--- src/rtl/lpc_pkg.sv ---
package lpc_pkg;

  // configuration register indexes
  localparam logic [2:0] REG_BLEND_CONTROL     = 3'd0;
  localparam logic [2:0] REG_ALPHA_COEF_FIRST  = 3'd1;
  localparam logic [2:0] REG_ALPHA_COEF_SECOND = 3'd2;
  localparam logic [2:0] REG_FADE_COEF         = 3'd3;
  localparam logic [2:0] REG_BACKDROP_COLOR    = 3'd4;

  // effect select in blend_control bits 7:6
  localparam logic [1:0] EFF_NONE   = 2'd0;
  localparam logic [1:0] EFF_BLEND  = 2'd1;
  localparam logic [1:0] EFF_BRIGHT = 2'd2;
  localparam logic [1:0] EFF_DARK   = 2'd3;

  // arithmetic mode carried down the pipe
  localparam logic [1:0] MODE_PASS = 2'd0;
  localparam logic [1:0] MODE_MIX  = 2'd1;
  localparam logic [1:0] MODE_UP   = 2'd2;
  localparam logic [1:0] MODE_DOWN = 2'd3;

  localparam logic [5:0] CHAN_MAX = 6'h3F;

  typedef struct packed {
    logic [31:0] attr;
    logic [22:0] color;
  } lpc_layer_t;

  typedef struct packed {
    lpc_layer_t top;
    lpc_layer_t sec;
    logic       win;
  } lpc_sort_t;

  typedef struct packed {
    logic [5:0] r;
    logic [5:0] g;
    logic [5:0] b;
    logic [4:0] a;
  } lpc_pix_t;

  // insert one layer into the two lowest attribute words
  function automatic lpc_sort_t lpc_insert(lpc_sort_t s, logic [31:0] a, logic [22:0] c);
    lpc_sort_t o;
    o = s;
    if (a < s.top.attr) begin
      o.sec       = s.top;
      o.top.attr  = a;
      o.top.color = c;
    end else if (a < s.sec.attr) begin
      o.sec.attr  = a;
      o.sec.color = c;
    end
    return o;
  endfunction

  // bgr555 doubled, or direct 6-bit channels with 5-bit alpha
  function automatic lpc_pix_t lpc_expand(logic [22:0] c, logic direct);
    lpc_pix_t p;
    if (direct) begin
      p.r = c[5:0];
      p.g = c[11:6];
      p.b = c[17:12];
      p.a = c[22:18];
    end else begin
      p.r = {c[4:0], 1'b0};
      p.g = {c[9:5], 1'b0};
      p.b = {c[14:10], 1'b0};
      p.a = 5'h1F;
    end
    return p;
  endfunction

  function automatic logic [5:0] lpc_clamp16(logic [4:0] k);
    return (k > 5'd16) ? 6'd16 : {1'b0, k};
  endfunction

endpackage

--- src/rtl/layer_pixel_compositor.sv ---
// channel   | direction | handshake                  | payload
// ----------+-----------+----------------------------+------------------------------------
// pixel in  | input     | in_valid_i / in_ready_o    | sprite/bg0..bg3 color+attr, window
// pixel out | output    | out_valid_o / out_ready_i  | red_o, green_o, blue_o
// config    | input     | cfg_valid_i / cfg_ready_o  | cfg_index_i, cfg_data_i
//
// one pixel per clock sustained while out_ready_i stays high
// there are six register stages (sort, sort, sort, setup, multiply, sum)
// reset clears all stage valid bits and the configuration registers
// each stage loads whenever it is empty or the stage after it moves, so bubbles close up
// a held result at the output stalls only the stages behind it that are full
// config writes are always taken
module layer_pixel_compositor import lpc_pkg::*; (
  input  logic        clk_i,
  input  logic        rst_ni,
  // pixel in
  input  logic        in_valid_i,
  output logic        in_ready_o,
  input  logic [22:0] sprite_color_i,
  input  logic [31:0] sprite_attr_i,
  input  logic [22:0] bg0_color_i,
  input  logic [31:0] bg0_attr_i,
  input  logic [22:0] bg1_color_i,
  input  logic [31:0] bg1_attr_i,
  input  logic [22:0] bg2_color_i,
  input  logic [31:0] bg2_attr_i,
  input  logic [22:0] bg3_color_i,
  input  logic [31:0] bg3_attr_i,
  input  logic        window_effects_i,
  // pixel out
  output logic        out_valid_o,
  input  logic        out_ready_i,
  output logic [5:0]  red_o,
  output logic [5:0]  green_o,
  output logic [5:0]  blue_o,
  // config
  input  logic        cfg_valid_i,
  output logic        cfg_ready_o,
  input  logic [2:0]  cfg_index_i,
  input  logic [15:0] cfg_data_i
);

  // ---------------------------------------------------------------------------
  // configuration registers
  // ---------------------------------------------------------------------------
  logic [15:0] ctl_q;
  logic [4:0]  ka_q;
  logic [4:0]  kb_q;
  logic [4:0]  ky_q;
  logic [14:0] back_q;

  assign cfg_ready_o = 1'b1;

  always_ff @(posedge clk_i or negedge rst_ni) begin
    if (!rst_ni) begin
      ctl_q  <= '0;
      ka_q   <= '0;
      kb_q   <= '0;
      ky_q   <= '0;
      back_q <= '0;
    end else if (cfg_valid_i) begin
      case (cfg_index_i)
        REG_BLEND_CONTROL:     ctl_q  <= cfg_data_i;
        REG_ALPHA_COEF_FIRST:  ka_q   <= cfg_data_i[4:0];
        REG_ALPHA_COEF_SECOND: kb_q   <= cfg_data_i[4:0];
        REG_FADE_COEF:         ky_q   <= cfg_data_i[4:0];
        REG_BACKDROP_COLOR:    back_q <= cfg_data_i[14:0];
        default: ;
      endcase
    end
  end

  // ---------------------------------------------------------------------------
  // stage valid bits and advance chain
  // ---------------------------------------------------------------------------
  logic [6:1] v_q;
  logic [7:1] adv;

  always_comb begin
    adv[7] = out_ready_i;
    for (int k = 6; k >= 1; k--) begin
      adv[k] = !v_q[k] || adv[k+1];
    end
  end

  assign in_ready_o  = adv[1];
  assign out_valid_o = v_q[6];

  always_ff @(posedge clk_i or negedge rst_ni) begin
    if (!rst_ni) begin
      v_q <= '0;
    end else begin
      if (adv[1]) v_q[1] <= in_valid_i;
      if (adv[2]) v_q[2] <= v_q[1];
      if (adv[3]) v_q[3] <= v_q[2];
      if (adv[4]) v_q[4] <= v_q[3];
      if (adv[5]) v_q[5] <= v_q[4];
      if (adv[6]) v_q[6] <= v_q[5];
    end
  end

  // ---------------------------------------------------------------------------
  // stage 1: backdrop, sprite over backdrop, then bg0
  // ---------------------------------------------------------------------------
  lpc_sort_t s1_d, s1_q;
  lpc_sort_t s2_d, s2_q;
  lpc_sort_t s3_d, s3_q;
  // bg1..bg3 ride along until their insertion stage
  logic [54:0] bg1_q, bg2_q, bg3_q, bg3_s2_q;

  logic [31:0] back_attr;
  logic [31:0] spr_en;

  // backdrop targets come from control bits 5 and 13, sprite ones from 4 and 12
  assign back_attr = {2'b01, 21'd0, ctl_q[13], 7'd0, ctl_q[5]};
  assign spr_en    = {23'd0, ctl_q[12], 7'd0, ctl_q[4]};

  always_comb begin
    lpc_sort_t s;
    s.top.attr  = back_attr;
    s.top.color = {8'd0, back_q};
    s.sec       = s.top;
    s.win       = window_effects_i;
    // the sprite can only ever land over the backdrop
    if (sprite_attr_i < back_attr) begin
      s.top.attr  = sprite_attr_i | spr_en;
      s.top.color = sprite_color_i;
    end
    s1_d = lpc_insert(s, bg0_attr_i, bg0_color_i);
  end

  always_ff @(posedge clk_i) begin
    if (adv[1]) begin
      s1_q  <= s1_d;
      bg1_q <= {bg1_attr_i, bg1_color_i};
      bg2_q <= {bg2_attr_i, bg2_color_i};
      bg3_q <= {bg3_attr_i, bg3_color_i};
    end
  end

  // ---------------------------------------------------------------------------
  // stage 2: insert bg1 and bg2
  // ---------------------------------------------------------------------------
  always_comb begin
    lpc_sort_t s;
    s    = lpc_insert(s1_q, bg1_q[54:23], bg1_q[22:0]);
    s2_d = lpc_insert(s, bg2_q[54:23], bg2_q[22:0]);
  end

  always_ff @(posedge clk_i) begin
    if (adv[2]) begin
      s2_q     <= s2_d;
      bg3_s2_q <= bg3_q;
    end
  end

  // ---------------------------------------------------------------------------
  // stage 3: insert bg3
  // ---------------------------------------------------------------------------
  assign s3_d = lpc_insert(s2_q, bg3_s2_q[54:23], bg3_s2_q[22:0]);

  always_ff @(posedge clk_i) begin
    if (adv[3]) s3_q <= s3_d;
  end

  // ---------------------------------------------------------------------------
  // stage 4: expand colors and pick the operation and weights
  // result = c (pass), sat((x*k1 + y*k2 + rnd) >> sh) (mix),
  //          c + ((x*k1 + rnd) >> 4) with x = 63 - c (up), c - ((c*k1 + rnd) >> 4) (down)
  // ---------------------------------------------------------------------------
  logic [5:0] s4_x_d [3];
  logic [5:0] s4_y_d [3];
  logic [5:0] s4_c_d [3];
  logic [5:0] s4_k1_d, s4_k2_d;
  logic [4:0] s4_rnd_d;
  logic       s4_sh5_d;
  logic [1:0] s4_mode_d;

  logic [5:0] s4_x_q [3];
  logic [5:0] s4_y_q [3];
  logic [5:0] s4_c_q [3];
  logic [5:0] s4_k1_q, s4_k2_q;
  logic [4:0] s4_rnd_q;
  logic       s4_sh5_q;
  logic [1:0] s4_mode_q;

  always_comb begin
    lpc_pix_t   p0, p1;
    logic       top_fx, bot_fx;
    logic [3:0] pa;
    logic [5:0] eva, evb, evy;
    p0     = lpc_expand(s3_q.top.color, s3_q.top.attr[2]);
    p1     = lpc_expand(s3_q.sec.color, s3_q.sec.attr[2]);
    top_fx = s3_q.top.attr[0] && s3_q.win;
    bot_fx = s3_q.sec.attr[8] && s3_q.win;
    pa     = s3_q.top.attr[15:12];
    eva    = lpc_clamp16(ka_q);
    evb    = lpc_clamp16(kb_q);
    evy    = lpc_clamp16(ky_q);

    s4_c_d[0] = p0.r;
    s4_c_d[1] = p0.g;
    s4_c_d[2] = p0.b;
    s4_x_d    = s4_c_d;
    s4_y_d[0] = p1.r;
    s4_y_d[1] = p1.g;
    s4_y_d[2] = p1.b;
    s4_k1_d   = '0;
    s4_k2_d   = '0;
    s4_rnd_d  = 5'd8;
    s4_sh5_d  = 1'b0;
    s4_mode_d = MODE_PASS;

    if (s3_q.top.attr[1] && bot_fx) begin
      // semi-transparent top layer over a target in an effects window: alpha blend, no further effect
      s4_mode_d = MODE_MIX;
      if (s3_q.top.attr[2]) begin
        s4_k1_d  = {1'b0, p0.a} + 6'd1;
        s4_k2_d  = 6'd32 - s4_k1_d;
        s4_rnd_d = 5'd16;
        s4_sh5_d = 1'b1;
      end else if (pa != 4'd0) begin
        s4_k1_d = {2'b00, pa} + 6'd1;
        s4_k2_d = 6'd15 - {2'b00, pa};
      end else begin
        s4_k1_d = eva;
        s4_k2_d = evb;
      end
    end else if (top_fx) begin
      case (ctl_q[7:6])
        EFF_BLEND: begin
          if (bot_fx) begin
            s4_mode_d = MODE_MIX;
            s4_k1_d   = eva;
            s4_k2_d   = evb;
          end
        end
        EFF_BRIGHT: begin
          s4_mode_d = MODE_UP;
          s4_k1_d   = evy;
          for (int i = 0; i < 3; i++) begin
            s4_x_d[i] = CHAN_MAX - s4_c_d[i];
            s4_y_d[i] = '0;
          end
        end
        EFF_DARK: begin
          s4_mode_d = MODE_DOWN;
          s4_k1_d   = evy;
          s4_rnd_d  = 5'd7;
          for (int i = 0; i < 3; i++) begin
            s4_y_d[i] = '0;
          end
        end
        default: ;
      endcase
    end
  end

  always_ff @(posedge clk_i) begin
    if (adv[4]) begin
      s4_x_q    <= s4_x_d;
      s4_y_q    <= s4_y_d;
      s4_c_q    <= s4_c_d;
      s4_k1_q   <= s4_k1_d;
      s4_k2_q   <= s4_k2_d;
      s4_rnd_q  <= s4_rnd_d;
      s4_sh5_q  <= s4_sh5_d;
      s4_mode_q <= s4_mode_d;
    end
  end

  // ---------------------------------------------------------------------------
  // stage 5: weight products, two small multipliers per channel
  // ---------------------------------------------------------------------------
  logic [11:0] s5_p1_d [3];
  logic [11:0] s5_p2_d [3];
  logic [11:0] s5_p1_q [3];
  logic [11:0] s5_p2_q [3];
  logic [5:0]  s5_c_q  [3];
  logic [4:0]  s5_rnd_q;
  logic        s5_sh5_q;
  logic [1:0]  s5_mode_q;

  always_comb begin
    for (int i = 0; i < 3; i++) begin
      s5_p1_d[i] = 12'(s4_x_q[i]) * 12'(s4_k1_q);
      s5_p2_d[i] = 12'(s4_y_q[i]) * 12'(s4_k2_q);
    end
  end

  always_ff @(posedge clk_i) begin
    if (adv[5]) begin
      s5_p1_q   <= s5_p1_d;
      s5_p2_q   <= s5_p2_d;
      s5_c_q    <= s4_c_q;
      s5_rnd_q  <= s4_rnd_q;
      s5_sh5_q  <= s4_sh5_q;
      s5_mode_q <= s4_mode_q;
    end
  end

  // ---------------------------------------------------------------------------
  // stage 6: sum, round, scale, saturate mix results into the output register
  // ---------------------------------------------------------------------------
  logic [5:0] s6_d [3];
  logic [5:0] s6_q [3];

  always_comb begin
    logic [12:0] sum;
    logic [8:0]  q;
    for (int i = 0; i < 3; i++) begin
      sum = 13'(s5_p1_q[i]) + 13'(s5_p2_q[i]) + 13'(s5_rnd_q);
      q   = s5_sh5_q ? 9'(sum >> 5) : 9'(sum >> 4);
      case (s5_mode_q)
        MODE_MIX:  s6_d[i] = (q > 9'(CHAN_MAX)) ? CHAN_MAX : q[5:0];
        MODE_UP:   s6_d[i] = s5_c_q[i] + q[5:0];
        MODE_DOWN: s6_d[i] = s5_c_q[i] - q[5:0];
        default:   s6_d[i] = s5_c_q[i];
      endcase
    end
  end

  always_ff @(posedge clk_i) begin
    if (adv[6]) s6_q <= s6_d;
  end

  assign red_o   = s6_q[0];
  assign green_o = s6_q[1];
  assign blue_o  = s6_q[2];

endmodule

--- config.mk ---
export PLATFORM = sky130hd
export DESIGN_NAME = layer_pixel_compositor
export DESIGN_NICKNAME = d
export VERILOG_FILES = /design/src/rtl/lpc_pkg.sv /design/src/rtl/layer_pixel_compositor.sv
export SDC_FILE = /design/constraint.sdc
export NUM_CORES = 2
export LEC_CHECK = 0
export ABC_AREA = 1
export BUFFER_PORTS_ARGS = -buffer_cell sky130_fd_sc_hd__clkbuf_2
export CORE_MARGIN = 1.5
export CORE_UTILIZATION = 62
export CTS_BUF_LIST = sky130_fd_sc_hd__clkbuf_8 sky130_fd_sc_hd__clkbuf_16
export DETAILED_ROUTE_END_ITERATION = 12
export GPL_TIMING_DRIVEN = 1
export MAX_ROUTING_LAYER = met4
export PLACE_DENSITY_LB_ADDON = 0.1
export REMOVE_ABC_BUFFERS = 1
export SLEW_MARGIN = 40
export SYNTH_ARGS = -nofsm -noshare
export SYNTH_HDL_FRONTEND = slang
export SYNTH_SLANG_ARGS = --single-unit
--- constraint.sdc ---
create_clock -name clk_i -period 15.2 [get_ports clk_i]
set_input_delay 1.52 -clock clk_i [delete_from_list [all_inputs] [get_ports clk_i]]
set_output_delay 1.52 -clock clk_i [all_outputs]
set_load 0.03 [all_outputs]
==> reports/results.tsv <==
stage	metric	value	unit
status	status	finished clean	
critical_path	number of cells on the critical path	12	
timing	unrepaired setup endpoints after global routing	no	
timing	final hold viol count	0	
synthesis	register area share after synthesis	46.9	%
synthesis	Mean Syn Cell Area	9.08	µm²
route	routed len/inst	17.8	µm
timing	relative slew slack	43.9	%
floorplanning	Die H	272	µm
critical_path	Reg2Reg Launch Point	bg1_q[50]	
layout	final instance area	49800	µm²
timing	Tmin final	6.61	ns
critical_path	Worst EP required	13.68	ns
floorplanning	Initial Utilization	62.8	%
route	DR WL met3	6410	µm
clock_tree	cts hold-fix bufs	0	
worst_hold_path	HP Class	flip-flop to flip-flop	
synthesis	post-synth top area cell	edfxtp_1	
critical_path	worst-path maximum fanout	57	
floorplanning	core area	71600	µm²
clock_tree	CTS Sinks	709	
synthesis	cells taking the most area after synthesis	edfxtp_1, nand2_1, ha_1	
critical_path	WP data arrival	5.09	ns
critical_path	FF-to-FF End	s2_q[26]	
grt	number of global-route vias before repair	32600	
grt	GR Overflow Total	0	
power_and_ir_drop	Peak VDD IR	0.000265	V
route	top layer in use	met4	
floorplanning	IO Count	321	
timing	Clock Skew	0.0186	ns
critical_path	Critical Path Start Type	input port	
timing	Slew Limit Fails	0	
clock_tree	clk slew on worst S/H paths	0.07	ns
synthesis	library cells used by synthesis	54	
critical_path	Most common cell on crit path	nor2_1	
floorplanning	die width	272	µm
critical_path	Cell Chain, Critical Path	clkbuf_2 > nor2_1 > inv_1 > nor2_1 > clkinv_2 > nor2_1 > inv_2 > nor2_1 > inv_2 > nor2_1 > nand2_8 > clkbuf_2	
grt	initial antenna violation count	12	
critical_path	reg2reg setup slack	8.72	ns
route	final wirelength	111000	µm
critical_path	Max stage delay cell, worst path	clkinv_2	
flow_run	Max-Cap Viols	0	
critical_path	CP startpoint	out_ready_i	
power_and_ir_drop	Pwr Density	215	nW/µm²
layout	fraction of layout cells with a size suffix above 1	10.4	%
placed_design	IO buf count	318	
synthesis	Syn Inst Count	4947	
route	DRC	0	
clock_tree	Max Buffers Root-to-Sink	3	
route	met2 WL	56200	µm
route	DRT antenna net count	0	
clock_tree	cts repair resizes	0	
synthesis	mapped cell area	44900	µm²
timing	max frequency	151	MHz
critical_path	R2R cell count	22	
placed_design	GP Congestion	0.915	
route	drt via density	5.41	
floorplanning	Rows	98	
layout	most frequent cells in the layout	nand2_1, inv_1, edfxtp_1	
synthesis	ys async rst share	5.92	%
clock_tree	setup repair bufs after CTS	0	
clock_tree	CTS buffer count	78	
synthesis	Syn. warnings	0	
floorplanning	Die ar.	74100	µm²
synthesis	EDFF count, synth	667	
layout	Layout area overhead	10.9	%
clock_tree	# H-tree levels	3	
placed_design	post-detail-place hpwl	83500	µm
critical_path	max incr delay on CP	0.63	ns
critical_path	critical path class	input port to primary output	
layout	filler instances	5684	
placed_design	area of placed instances	47200	µm²
critical_path	CP Capture Type	primary output	
timing	Setup TNS Final	0	ns
route	vias post-DR	33700	
timing	period utilization	43.5	%
grt	largest net degree at the start of global routing	165	
grt	Tot GR Track Use	31.2	%
clock_tree	worst skew pair latency	0.64	ns
synthesis	share of the synthesized area in the top cell type	44.6	%
route	iteration-0 DRC count of the detailed router	2338	
route	met1 wire length	44300	µm
route	DRT Pass-1 Iters	7	
clock_tree	CTS root buffer	clkbuf_16	
clock_tree	CTS tree	yes	
synthesis	#FFs+latches synth	709	
power_and_ir_drop	leakage	0.0253	µW
critical_path	CP endpoint	in_ready_o	
synthesis	Post-synth top flop	edfxtp_1	
grt	first-pass GRT wire length	173000	µm
layout	Final #Nets	6044	
critical_path	Buf/Inv on CP	6	
timing	Setup Viol. Count Final	0	
critical_path	CP top delay family	simple AND/OR/NAND/NOR gates	
layout	most common cell after layout, fill and taps aside	nand2_1	
timing	Worst Tran Pin Value	0.841	ns
## per-stage QoR
| step | total power, µW | cells | hold WS, ns | util, % | worst slack, ns |
|---|---|---|---|---|---|
| global route | 11700 | 6235 | 0.422 | 69.6 | 8.14 |
| CTS | 10700 | 6221 | 0.408 | 69.5 | 8.38 |
| detailed placement | 8840 | 6077 | 0.405 | 66.0 | 8.40 |
| global placement | 8650 | 6077 | 0.402 | 66.0 | 8.47 |
| finish | 10700 | 6235 | 0.404 | 69.6 | 8.59 |
| floorplan | 7280 | 4775 | 0.400 | - | 0.931 |
## report_power, final
group	internal (µW)	switching, µW	leakage (µW)
Sequential	3020	404	0.00754
Clock	1060	793	0.00129
Combinational	1960	3470	0.0164
## Yosys cell counts, types with 42 or more instances
| library cell | n |
|---|---|
| ha_1 | 418 |
| inv_1 | 782 |
| clkbuf_1 | 108 |
| o21ai_0 | 253 |
| a21oi_1 | 189 |
| dfrtp_1 | 42 |
| nand2_1 | 1486 |
| fa_1 | 117 |
| nand3_1 | 257 |
| nor2_1 | 210 |
| edfxtp_1 | 667 |
| xor2_1 | 60 |
## cell type report
class | count | area, µm² | area share, %
Clock buffer | 81 | 2000 | 4.02
Clock inverter | 63 | 513 | 1.03
Inverter | 789 | 2970 | 5.96
Timing Repair Buffer | 354 | 1910 | 3.83
Tap cell | 950 | 1190 | 2.38
Multi-Input combinational cell | 3277 | 20100 | 40.4
Antenna cell | 12 | 30.0 | 0.0602
Sequential cell | 709 | 21100 | 42.3
## metal layers
layer | track usage [%] | vias up
met5 | - | -
li1 | - | 16700
met3 | 4.38 | 233
met4 | 12.5 | 0
met1 | 36.5 | 15800
met2 | 54.2 | 928
## flip-flops by register name (all words and copies together), names as in the netlist, 51 cells and up
signal    flops
s2_q        106
bg1_q        55
s1_q        106
s3_q         51
bg2_q        55
bg3_q        55
bg3_s2_q     55
## worst reg2reg max path: stages, from the launching register on
cell and delay, ns:
edfxtp_1 0.46, ha_1 0.33, a21oi_1 0.19, o21ai_1 0.09, nand2_1 0.06, o211ai_1 0.11
nor2_2 0.67, nand2_2 0.52, buf_4 0.51, o211ai_1 0.29, o21ai_0 0.21, ha_1 0.38
nand4_1 0.13, nor3_1 0.49, nor4b_1 0.38, nand2_2 0.07, buf_4 0.36, nand2_2 0.13
buf_4 0.55, nand2_1 0.18, nand2_1 0.10, nand2_1 0.05, nand2_1 0.08
## kinds of logic after synthesis
kind of cell / Yosys count / share of synthesized area [%]
buffers and inverters: 962 / 8.41
AND/OR/NAND/NOR: 2055 / 18.4
adder cells (fa/ha/maj): 535 / 16.8
AO/OA/AOI/OAI: 572 / 7.08
XOR/XNOR: 92 / 1.79
flip-flops: 709 / 46.9
multiplexers: 20 / 0.501
other: 2 / 0.0167
## worst min path at each step
stage | start | to | cells past startpoint
2_1_floorplan | bg3_q[0] | bg3_s2_q[0] | 0
3_3_place_gp | bg3_q[38] | bg3_s2_q[38] | 0
3_5_place_dp | bg3_q[46] | bg3_s2_q[46] | 0
4_1_cts | s4_c_q[11] | s5_c_q[11] | 0
5_1_grt | bg3_q[46] | bg3_s2_q[46] | 0
6_report | s4_c_q[11] | s5_c_q[11] | 0
No activity file was read; power rests on OpenSTA's default activity.
